--- src/sv/jse_pkg.sv ---
// Shared types and constants for the JSON string escaper.
// Depends on nothing; every other file of the block imports it.
package jse_pkg;

    // Longest byte run one code unit can cause: '?' followed by a \u00XX escape.
    localparam int MAX_RUN = 7;

    // Width of a run length (0 to MAX_RUN).
    localparam int LEN_W = $clog2(MAX_RUN + 1);

    // Default depth of the run queue between the front and the back.
    localparam int RUN_FIFO_DEPTH = 2;

    // One run of output bytes, byte 0 first.
    typedef struct packed {
        logic [MAX_RUN-1:0][7:0] bytes;
        logic [LEN_W-1:0]        len;
    } run_t;

    // Queue status seen by the top level and the back.
    typedef struct packed {
        logic full;
        logic empty;
    } fifo_status_t;

endpackage

--- src/sv/jse_front.sv ---
// Front of the escaper: joins surrogate pairs and turns one code unit into a byte run.
// Depends on jse_pkg for the run type.
module jse_front (
    input  logic           clk,
    input  logic           rst_n,
    input  logic           accept,
    input  logic [15:0]    code_unit,
    input  logic           end_of_string,
    output jse_pkg::run_t  run,
    output logic           push
);
    import jse_pkg::*;

    localparam logic [7:0] CH_QUESTION  = 8'h3f;
    localparam logic [7:0] CH_BACKSLASH = 8'h5c;
    localparam logic [7:0] CH_QUOTE     = 8'h22;
    localparam logic [7:0] CH_B         = 8'h62;
    localparam logic [7:0] CH_F         = 8'h66;
    localparam logic [7:0] CH_N         = 8'h6e;
    localparam logic [7:0] CH_R         = 8'h72;
    localparam logic [7:0] CH_T         = 8'h74;
    localparam logic [7:0] CH_U         = 8'h75;
    localparam logic [7:0] CH_ZERO      = 8'h30;

    localparam int BODY = MAX_RUN - 1;

    logic [9:0] pend_high_reg;
    logic [9:0] pend_high_next;
    logic       pend_valid_reg;
    logic       pend_valid_next;

    logic        is_low;
    logic        is_high;
    logic        pair;
    logic        prefix;
    logic [20:0] cp;
    logic        do_encode;
    logic [BODY-1:0][7:0] body;
    logic [LEN_W-1:0]     body_len;
    logic [LEN_W-1:0]     total_len;

    // Lower-case hex digit for one nibble.
    function automatic logic [7:0] hex_digit(input logic [3:0] v);
        hex_digit = (v < 4'd10) ? (8'h30 + {4'd0, v}) : (8'h57 + {4'd0, v});
    endfunction

    // Surrogate classification and code point assembly.
    assign is_low  = (code_unit[15:10] == 6'b110111);
    assign is_high = (code_unit[15:10] == 6'b110110);
    assign pair    = pend_valid_reg && is_low;
    assign prefix  = pend_valid_reg && !is_low;
    assign cp      = pair ? (21'h10000 + {1'b0, pend_high_reg, code_unit[9:0]})
                          : {5'd0, code_unit};
    assign do_encode = pair || (!is_low && !is_high);

    // Encoding of one code point into escape or UTF-8 bytes.
    always_comb
    begin
        body     = '0;
        body_len = '0;
        if (!do_encode)
        begin
            if (is_low && !pair)
            begin
                body[0]  = CH_QUESTION;
                body_len = LEN_W'(1);
            end
        end
        else if (cp < 21'h80)
        begin
            if (cp < 21'h20 || cp == 21'h22 || cp == 21'h5c)
            begin
                body[0]  = CH_BACKSLASH;
                body_len = LEN_W'(2);
                case (cp[7:0])
                    8'h22: body[1] = CH_QUOTE;
                    8'h5c: body[1] = CH_BACKSLASH;
                    8'h08: body[1] = CH_B;
                    8'h0c: body[1] = CH_F;
                    8'h0a: body[1] = CH_N;
                    8'h0d: body[1] = CH_R;
                    8'h09: body[1] = CH_T;
                    default:
                    begin
                        body[1]  = CH_U;
                        body[2]  = CH_ZERO;
                        body[3]  = CH_ZERO;
                        body[4]  = hex_digit(cp[7:4]);
                        body[5]  = hex_digit(cp[3:0]);
                        body_len = LEN_W'(6);
                    end
                endcase
            end
            else
            begin
                body[0]  = cp[7:0];
                body_len = LEN_W'(1);
            end
        end
        else if (cp < 21'h800)
        begin
            body[0]  = 8'hc0 | {3'd0, cp[10:6]};
            body[1]  = 8'h80 | {2'd0, cp[5:0]};
            body_len = LEN_W'(2);
        end
        else if (cp[15:1] == 15'h7fff || (cp >= 21'hfdd0 && cp <= 21'hfdef))
        begin
            // Non-characters are replaced by a single question mark.
            body[0]  = CH_QUESTION;
            body_len = LEN_W'(1);
        end
        else if (cp > 21'hffff)
        begin
            body[0]  = 8'hf0 | {5'd0, cp[20:18]};
            body[1]  = 8'h80 | {2'd0, cp[17:12]};
            body[2]  = 8'h80 | {2'd0, cp[11:6]};
            body[3]  = 8'h80 | {2'd0, cp[5:0]};
            body_len = LEN_W'(4);
        end
        else
        begin
            body[0]  = 8'he0 | {4'd0, cp[15:12]};
            body[1]  = 8'h80 | {2'd0, cp[11:6]};
            body[2]  = 8'h80 | {2'd0, cp[5:0]};
            body_len = LEN_W'(3);
        end
    end

    // An unpaired high surrogate puts a question mark ahead of the body.
    always_comb
    begin
        run.bytes[0] = prefix ? CH_QUESTION : body[0];
        for (int i = 1; i < MAX_RUN; i++)
        begin
            if (i < BODY)
            begin
                run.bytes[i] = prefix ? body[i-1] : body[i];
            end
            else
            begin
                run.bytes[i] = prefix ? body[i-1] : 8'h00;
            end
        end
        total_len = body_len + {{(LEN_W-1){1'b0}}, prefix};
        run.len   = total_len;
    end

    assign push = accept && (total_len != '0);

    // Pending surrogate update; end of string leaves no surrogate pending.
    always_comb
    begin
        pend_valid_next = pend_valid_reg;
        pend_high_next  = pend_high_reg;
        if (accept)
        begin
            pend_valid_next = is_high && !end_of_string;
            pend_high_next  = (is_high && !end_of_string) ? code_unit[9:0] : 10'd0;
        end
    end

    always_ff @(posedge clk or negedge rst_n)
    begin
        if (!rst_n)
        begin
            pend_valid_reg <= 1'b0;
            pend_high_reg  <= '0;
        end
        else
        begin
            pend_valid_reg <= pend_valid_next;
            pend_high_reg  <= pend_high_next;
        end
    end

endmodule

--- src/sv/jse_fifo.sv ---
// Short run queue that decouples the front from the back.
// Depends on jse_pkg for the run and status types.
module jse_fifo #(
    parameter int DEPTH = jse_pkg::RUN_FIFO_DEPTH
) (
    input  logic                  clk,
    input  logic                  rst_n,
    input  logic                  push,
    input  jse_pkg::run_t         wdata,
    input  logic                  pop,
    output jse_pkg::run_t         head,
    output jse_pkg::fifo_status_t status
);
    import jse_pkg::*;

    localparam int PTR_W = (DEPTH > 1) ? $clog2(DEPTH) : 1;
    localparam int CNT_W = $clog2(DEPTH + 1);

    run_t mem [DEPTH];

    logic [PTR_W-1:0] wr_ptr_reg;
    logic [PTR_W-1:0] wr_ptr_next;
    logic [PTR_W-1:0] rd_ptr_reg;
    logic [PTR_W-1:0] rd_ptr_next;
    logic [CNT_W-1:0] cnt_reg;
    logic [CNT_W-1:0] cnt_next;

    function automatic logic [PTR_W-1:0] ptr_inc(input logic [PTR_W-1:0] p);
        ptr_inc = (p == PTR_W'(DEPTH - 1)) ? '0 : p + PTR_W'(1);
    endfunction

    // Storage holds payload only, so it takes no reset.
    always_ff @(posedge clk)
    begin
        if (push)
        begin
            mem[wr_ptr_reg] <= wdata;
        end
    end

    assign head         = mem[rd_ptr_reg];
    assign status.full  = (cnt_reg == CNT_W'(DEPTH));
    assign status.empty = (cnt_reg == '0);

    // Pointer and fill count update.
    always_comb
    begin
        wr_ptr_next = push ? ptr_inc(wr_ptr_reg) : wr_ptr_reg;
        rd_ptr_next = pop ? ptr_inc(rd_ptr_reg) : rd_ptr_reg;
        cnt_next    = cnt_reg;
        if (push && !pop)
        begin
            cnt_next = cnt_reg + CNT_W'(1);
        end
        else if (pop && !push)
        begin
            cnt_next = cnt_reg - CNT_W'(1);
        end
    end

    always_ff @(posedge clk or negedge rst_n)
    begin
        if (!rst_n)
        begin
            wr_ptr_reg <= '0;
            rd_ptr_reg <= '0;
            cnt_reg    <= '0;
        end
        else
        begin
            wr_ptr_reg <= wr_ptr_next;
            rd_ptr_reg <= rd_ptr_next;
            cnt_reg    <= cnt_next;
        end
    end

endmodule

--- src/sv/jse_back.sv ---
// Back of the escaper: plays the head run out one byte per output word.
// Depends on jse_pkg for the run and status types.
module jse_back (
    input  logic                  clk,
    input  logic                  rst_n,
    input  jse_pkg::run_t         head,
    input  jse_pkg::fifo_status_t status,
    input  logic                  out_stall,
    output logic                  pop,
    output logic                  out_valid,
    output logic [7:0]            out_byte,
    output logic                  run_last
);
    import jse_pkg::*;

    localparam int IDX_W = $clog2(MAX_RUN);

    logic [IDX_W-1:0] idx_reg;
    logic [IDX_W-1:0] idx_next;
    logic             take;

    // Byte select from the queue head; the queue registers hold it steady.
    assign out_valid = !status.empty;
    assign out_byte  = head.bytes[idx_reg];
    assign run_last  = (LEN_W'(idx_reg) == head.len - LEN_W'(1));
    assign take      = out_valid && !out_stall;
    assign pop       = take && run_last;

    // Byte index within the run restarts when the run is popped.
    always_comb
    begin
        idx_next = idx_reg;
        if (take)
        begin
            idx_next = run_last ? '0 : idx_reg + IDX_W'(1);
        end
    end

    always_ff @(posedge clk or negedge rst_n)
    begin
        if (!rst_n)
        begin
            idx_reg <= '0;
        end
        else
        begin
            idx_reg <= idx_next;
        end
    end

endmodule

--- src/sv/json_string_escape_utf8.sv ---
// JSON string escaper, UTF-16 code units in, escaped UTF-8 bytes out.
// A unit's run is registered in the run queue and is output from its head.
// Throughput: one output byte per cycle while out_stall is low; a unit causing
// N bytes holds the output for all N, so single-byte units flow one per cycle.
// Reset clears the pending surrogate, the run queue and the byte index.
module json_string_escape_utf8 #(
    parameter int FIFO_DEPTH = jse_pkg::RUN_FIFO_DEPTH
) (
    input  logic        clk,
    input  logic        rst_n,
    input  logic        in_valid,
    output logic        in_stall,
    input  logic [15:0] code_unit,
    input  logic        end_of_string,
    output logic        out_valid,
    input  logic        out_stall,
    output logic [7:0]  out_byte,
    output logic        run_last
);
    import jse_pkg::*;

    run_t         front_run;
    run_t         head_run;
    fifo_status_t q_status;
    logic         accept;
    logic         push;
    logic         pop;

    // Input words are held off while the run queue is full.
    assign in_stall = q_status.full;
    assign accept   = in_valid && !in_stall;

    jse_front u_front (
        .clk           (clk),
        .rst_n         (rst_n),
        .accept        (accept),
        .code_unit     (code_unit),
        .end_of_string (end_of_string),
        .run           (front_run),
        .push          (push)
    );

    jse_fifo #(
        .DEPTH (FIFO_DEPTH)
    ) u_fifo (
        .clk    (clk),
        .rst_n  (rst_n),
        .push   (push),
        .wdata  (front_run),
        .pop    (pop),
        .head   (head_run),
        .status (q_status)
    );

    jse_back u_back (
        .clk       (clk),
        .rst_n     (rst_n),
        .head      (head_run),
        .status    (q_status),
        .out_stall (out_stall),
        .pop       (pop),
        .out_valid (out_valid),
        .out_byte  (out_byte),
        .run_last  (run_last)
    );

endmodule
--- config.mk ---
export PLATFORM = sky130hd
export DESIGN_NAME = json_string_escape_utf8
export DESIGN_NICKNAME = d
export VERILOG_FILES = /design/src/sv/jse_pkg.sv /design/src/sv/jse_front.sv /design/src/sv/jse_fifo.sv /design/src/sv/jse_back.sv /design/src/sv/json_string_escape_utf8.sv
export SDC_FILE = /design/constraint.sdc
export NUM_CORES = 1
export LEC_CHECK = 0
export BUFFER_PORTS_ARGS = -buffer_cell sky130_fd_sc_hd__clkbuf_2
export CAP_MARGIN = 40
export CELL_PAD_IN_SITES_DETAIL_PLACEMENT = 1
export CELL_PAD_IN_SITES_GLOBAL_PLACEMENT = 1
export CORE_MARGIN = 5
export CORE_UTILIZATION = 55
export DETAILED_ROUTE_END_ITERATION = 16
export GPL_ROUTABILITY_DRIVEN = 0
export HOLD_SLACK_MARGIN = 0.03
export PLACE_DENSITY = 0.87
export SLEW_MARGIN = 20
export SYNTH_ARGS = -nofsm -noshare
export SYNTH_HDL_FRONTEND = slang
export SYNTH_SLANG_ARGS = --single-unit
--- constraint.sdc ---
create_clock -name clk -period 23 [get_ports clk]
set_clock_uncertainty 0.15 [all_clocks]
set_input_delay 2.3 -clock clk [delete_from_list [all_inputs] [get_ports clk]]
set_output_delay 2.3 -clock clk [all_outputs]
set_load 0.01 [all_outputs]
==> out/metrics.cfg, run 1 <==
[outcome]
outcome = finished, final reports clean

[yosys]
postSynthCellCount = 559
syn_area_um2 = 6890
synth_compound_area_frac = 0.147
ys_seq_elements = 130
yosys_warnings = 0
synth_mux_area_frac = 0.109
async_reset_ff_frac = 0.138
yosys.area_share.simple = 0.118
seq_area_frac_synth = 0.554
syn_avg_cell_area_um2 = 12.3
synth-main-ff-cell = edfxtp_1
synth_edf_count = 112
synth_cell_types = 69
synth_top_family_by_area = compound AO/OA/AOI/OAI gates
synth_xor_area_frac = 0.0178
synth_fa_ha_area_frac = 0.0254

[placement]
pre_cts_ws_ps = 15820
io_buffers = 31
dp_hpwl_um = 13800
place_area_um2 = 7200

[worst_setup_path]
crit_chain = clkbuf_2, nand4b_2, or3_1, a221o_1, or2_1, or3_1, o31ai_1, ha_1, ha_1, nor3_1, o21ai_0, mux2i_1, nor2_1, and2_2, buf_4
worst_setup_path_start_kind = primary input
startpoint = code_unit[13]
critPathRequiredTime_ps = 22890
path_class = in2reg
critPathMaxFanout = 56
slowest_stage = or3_1
slowest_delay_ps = 600
crit_path_end_kind = register
cp.arrival_ps = 6900
reg2reg_from = u_front.pend_valid_reg

[worst_hold_path]
hold_start = u_fifo.cnt_reg[1]
hold_path_class = reg2reg

[sta]
hold_viol = 0
drv_slew = 0
worstMarginPinSlew_ps = 852
rsz0062_at_grt = false
period_share = 0.304
clock.fmax_mhz = 143
period_needed_ps = 7000
setup_viol = 0
worst_slack_ps = 16000
setup_tns_ps = 0
holdWs_ps = 368
relSlewSlack = 0.417

[clock_tree]
cts_sinks = 130
tritoncts = built
numCtsBuffers = 17
clk_pin_slew_worst_paths_ps = 50
h-tree-depth = 4
ctsLongestPathBuffers = 2
insertion_delay_ps = 420
cts_hold_buf = 0
postCtsSetupBuffers = 0
cts-root-buf = clkbuf_16
cts.repair.resized = 0

[finish]
final_net_count = 625
largest_register_ff_count = 112
fin_area_um2 = 7740
layout_commonest_cell = edfxtp_1
fillers = 1236
layout-drive-gt1-share = 0.182
num_antenna_cells = 0
area_growth_pct = 12.4
final_cell_mix = 112 x edfxtp_1, 47 x nor2_1, 39 x nand2_1

[job]
max_cap_viol_count = 0

[grt]
grt_max_degree = 57
grt_pass1_wl_um = 32200
grtUsageTotal = 0.292
grt_overflow = 0
antenna_found_initial = 0
grt_pass1_vias = 5400

[floorplanning]
die_h_um = 122
boundaryPins = 32
die_w_um = 122
core-area_um2 = 12200
die_area_um2 = 14900
start_util = 0.566
row_count = 40

[routing]
topRoutingLayerUsed = met4
wl_per_cell_um = 26.5
first_pass_iters = 5
viasPerCell = 6.80
vias = 5241
wl_met3_um = 1510
wl_um = 20400
initialDrtViolationCount = 728
antenna_left = 0
drc = 0
wl_met2_um = 10300
m1WireLength_um = 7890

[power_and_ir_drop]
power.density_nw_per_um2 = 106
leakage_uw = 0.00281
ir_drop_mv = 0.0668

==> kinds of logic (layout without fill, tap and decap cells) <==
family / Yosys count / count (layout)
mux: 46 / 46
simple gates: 160 / 160
buf+inv: 50 / 85
flops: 130 / 130
compound gates: 144 / 144
other cells: 1 / 10
fa+ha+maj: 14 / 14
xor+xnor: 14 / 14
==> cells in the mapped netlist (3+ instances only) <==
master | count | area (um2)
nor2b_1 | 4 | 25.0
and3_1 | 3 | 18.8
o31a_1 | 3 | 26.3
edfxtp_1 | 112 | 3360
xor2_1 | 6 | 52.6
dfrtp_1 | 18 | 450
and4_1 | 3 | 26.3
nor2_1 | 47 | 176
a21o_1 | 4 | 30.0
a22o_1 | 11 | 96.3
mux4_2 | 23 | 518
o211ai_1 | 9 | 67.6
nand3b_1 | 5 | 37.5
o31ai_1 | 5 | 37.5
or4_1 | 4 | 30.0
nand3_1 | 9 | 45.0
o22ai_1 | 11 | 68.8
xnor2_1 | 8 | 70.1
buf_2 | 4 | 20.0
buf_1 | 3 | 11.3
or3_1 | 5 | 31.3
nor3_1 | 17 | 85.1
nand2b_1 | 5 | 31.3
a31oi_1 | 3 | 18.8
mux2i_1 | 21 | 210
nand2_1 | 39 | 146
o21ai_0 | 36 | 180
inv_1 | 13 | 48.8
and4bb_2 | 3 | 37.5
a211oi_1 | 7 | 52.6
ha_1 | 14 | 175
or2_2 | 3 | 18.8
clkbuf_1 | 28 | 105
a21oi_1 | 23 | 115
o21a_1 | 3 | 22.5
==> metrics by stage <==
stage | cells | power [uW] | utilization
2_1_floorplan | 568 | 497 | -
3_3_place_gp | 737 | 553 | 0.592
3_5_place_dp | 738 | 571 | 0.592
4_1_cts | 770 | 820 | 0.636
5_1_grt | 771 | 853 | 0.637
6_report | 771 | 818 | 0.637
==> worst paths after layout <==
check | endpoint | slack [ps] | depth (start not counted)
max | u_fifo.mem[1][36] | 16000 | 15
min reg2reg | u_fifo.cnt_reg[1] | 370 | 1
max in group asynchronous | u_fifo.rd_ptr_reg | 20630 | 1
max reg2reg | u_fifo.mem[1][36] | 17720 | 14
min | u_fifo.cnt_reg[1] | 370 | 1
min in group asynchronous | u_back.idx_reg[0] | 1700 | 1
==> layer usage <==
metal / up-vias / global-route usage
met4: 0 / 0.0924
met1: 2616 / 0.368
met3: 71 / 0.0622
li1: 2241 / -
met2: 313 / 0.504
met5: - / 0
==> worst max-delay path: cells and delay by family <==
kind	cells	cell delay, ps
simple gates	7	2490
fa+ha+maj	2	500
buf+inv	2	730
compound gates	3	690
mux	1	130
==> final cells by class <==
type,instances,area [um2],area share
Inverter,13,48.8,0.00630
Sequential cell,130,3810,0.493
Timing Repair Buffer,40,216,0.0280
Tap cell,168,210,0.0272
Multi-Input combinational cell,388,2910,0.376
Clock inverter,13,93.8,0.0121
Clock buffer,19,443,0.0572
==> power by group <==
group	internal (uW)	switching, uW	total (uW)	leakage [uW]
Clock	149	97.7	246	0.000269
Sequential	314	27.8	342	0.00128
Combinational	95.8	133	229	0.00126
Total	559	259	818	0.00281
Power figures use the tool's default switching activity.
==> run 2: changes to the inputs <==
--- a/config.mk
+++ b/config.mk
@@ -10,11 +10,11 @@
 export CELL_PAD_IN_SITES_DETAIL_PLACEMENT = 1
 export CELL_PAD_IN_SITES_GLOBAL_PLACEMENT = 1
 export CORE_MARGIN = 5
-export CORE_UTILIZATION = 55
+export CORE_UTILIZATION = 51
 export DETAILED_ROUTE_END_ITERATION = 16
 export GPL_ROUTABILITY_DRIVEN = 0
 export HOLD_SLACK_MARGIN = 0.03
-export PLACE_DENSITY = 0.87
+export PLACE_DENSITY = 0.81
 export SLEW_MARGIN = 20
 export SYNTH_ARGS = -nofsm -noshare
 export SYNTH_HDL_FRONTEND = slang
==> constraint.sdc (replaced) <==
create_clock -name clk -period 6.7 [get_ports clk]
set_clock_uncertainty 0.15 [all_clocks]
set_input_delay 0.67 -clock clk [delete_from_list [all_inputs] [get_ports clk]]
set_output_delay 0.67 -clock clk [all_outputs]
set_load 0.01 [all_outputs]
==> out/metrics.cfg, run 2 (same netlist as run 1, synthesis figures left out) <==
[outcome]
outcome = finished, final reports clean

[grt]
grt_overflow = 0  ; unchanged
grt_pass1_wl_um = 32600  ; +1.2%
grtUsageTotal = 0.267  ; -0.0242
antenna_found_initial = 0  ; unchanged
grt_pass1_vias = 5421  ; +0.39%
grt_max_degree = 57  ; unchanged

[clock_tree]
cts_sinks = 130  ; unchanged
cts-root-buf = clkbuf_16
postCtsSetupBuffers = 0  ; unchanged
insertion_delay_ps = 430  ; about the same
cts.repair.resized = 0  ; unchanged
clk_pin_slew_worst_paths_ps = 70  ; +20 ps
numCtsBuffers = 17  ; unchanged
tritoncts = built
cts_hold_buf = 0  ; unchanged
ctsLongestPathBuffers = 2  ; unchanged
h-tree-depth = 4  ; unchanged

[worst_setup_path]
worst_setup_path_start_kind = register
crit_path_end_kind = register
cp.arrival_ps = 5480  ; -1420 ps
critPathMaxFanout = 36  ; -36%
path_class = reg2reg
critPathRequiredTime_ps = 6600  ; -16290 ps

[finish]
final_cell_mix = 112 x edfxtp_1, 47 x nor2_1, 39 x nand2_1
layout-drive-gt1-share = 0.187  ; +0.00436
area_growth_pct = 14.0
utilization = 0.593  ; -0.0435
layout_commonest_cell = edfxtp_1
largest_register_ff_count = 112  ; unchanged
num_antenna_cells = 0  ; unchanged
final_net_count = 627  ; +0.32%

[routing]
first_pass_iters = 6  ; +1
wl_um = 20700  ; +1.4%
vias = 5230  ; -0.21%
wl_per_cell_um = 26.5  ; about the same
initialDrtViolationCount = 625  ; -14%
drc = 0  ; unchanged
viasPerCell = 6.70  ; -1.5%
antenna_left = 0  ; unchanged

[sta]
drv_slew = 0  ; unchanged
rsz0062_at_grt = false
hold_viol = 0  ; unchanged
setup_viol = 0  ; unchanged
worst_slack_ps = 1120  ; -14880 ps
clock.fmax_mhz = 179
holdWs_ps = 40.9  ; -327 ps
setup_tns_ps = 0  ; unchanged
worstMarginPinSlew_ps = 857  ; +5.31 ps
period_needed_ps = 5580
period_share = 0.833
relSlewSlack = 0.414  ; -0.00363

[placement]
dp_hpwl_um = 13700  ; -1.2%
io_buffers = 31  ; unchanged
pre_cts_ws_ps = 899  ; -14920 ps

[power_and_ir_drop]
power.density_nw_per_um2 = 375  ; +260%
ir_drop_mv = 0.249  ; +270%
leakage_uw = 0.00284  ; +1.0%

[floorplanning]
row_count = 42  ; +5.0%
boundaryPins = 32  ; unchanged
core-area_um2 = 13200  ; +8.9%
start_util = 0.520  ; -0.0462
die_h_um = 126  ; +3.5%
die_area_um2 = 15900  ; +7.2%
die_w_um = 126  ; +3.5%

[worst_hold_path]
hold_path_class = in2async

[job]
max_cap_viol_count = 0  ; unchanged

-- run 2: changes by cell type in the layout (fill, tap and decap cells not counted), sizes merged --
cell / before / now
bufinv: 1 / 4
clkinvlp: 2 / 6
inv: 13 / 14
buf: 8 / 11
clkbuf: 51 / 49
clkinv: 10 / 3
-- run 2: worst paths after layout --
kind	depth (start not counted)	slack (ps)	end	from
max	15	1120	u_fifo.mem[1][12]	u_front.pend_high_reg[6]
min	1	40	u_front.pend_high_reg[4]	rst_n
max reg2reg	15	1120	u_fifo.mem[1][12]	u_front.pend_high_reg[6]
min reg2reg	1	360	u_fifo.cnt_reg[1]	u_fifo.cnt_reg[1]
max in group asynchronous	1	5990	u_fifo.rd_ptr_reg	rst_n
min in group clk	1	360	u_fifo.cnt_reg[1]	u_fifo.cnt_reg[1]
-- run 2: critical path, cell delays in order, from the launching register on --
cell and delay (ps):
dfrtp_1 430, ha_1 270, and3b_1 180, o211ai_1 400
a221o_1 360, or2_1 640, or3_1 350, o31ai_1 120
ha_1 210, ha_1 350, nor3_1 80, o21ai_0 110
mux2i_1 210, nor2_1 250, and2_2 540, buf_4 540
-- run 2: area by class of cell --
class	count	area (um2)
Clock buffer	18	429
Clock inverter	14	188
Fill cell	1355	5390
Inverter	13	48.8
Multi-Input combinational cell	388	2920
Sequential cell	130	3810
Tap cell	176	220
Timing Repair Buffer	42	233
-- run 2: report_power, final --
group / total [uW] / switching, uW / internal (uW) / leakage (uW)
logic: 779 / 449 / 330 / 0.00128
registers: 1180 / 103 / 1080 / 0.00128
clock network: 988 / 368 / 620 / 0.000282
-- run 2: layer usage --
metal	GRT usage	part of all wire	vias up
li1	-	-	2244
met1	0.354	0.40	2631
met2	0.442	0.49	288
met3	0.0521	0.068	67
met4	0.0965	0.036	0
met5	0	0	-
-- run 2: metrics by stage --
| step | power [uW] | area [um2] | cells |
|---|---|---|---|
| global route | 3070 | 7850 | 781 |
| floorplan | 1700 | 6930 | 568 |
| CTS | 2960 | 7850 | 781 |
| finish | 2950 | 7850 | 781 |
| detailed placement | 1960 | 7240 | 749 |
| global placement | 1910 | 7230 | 747 |
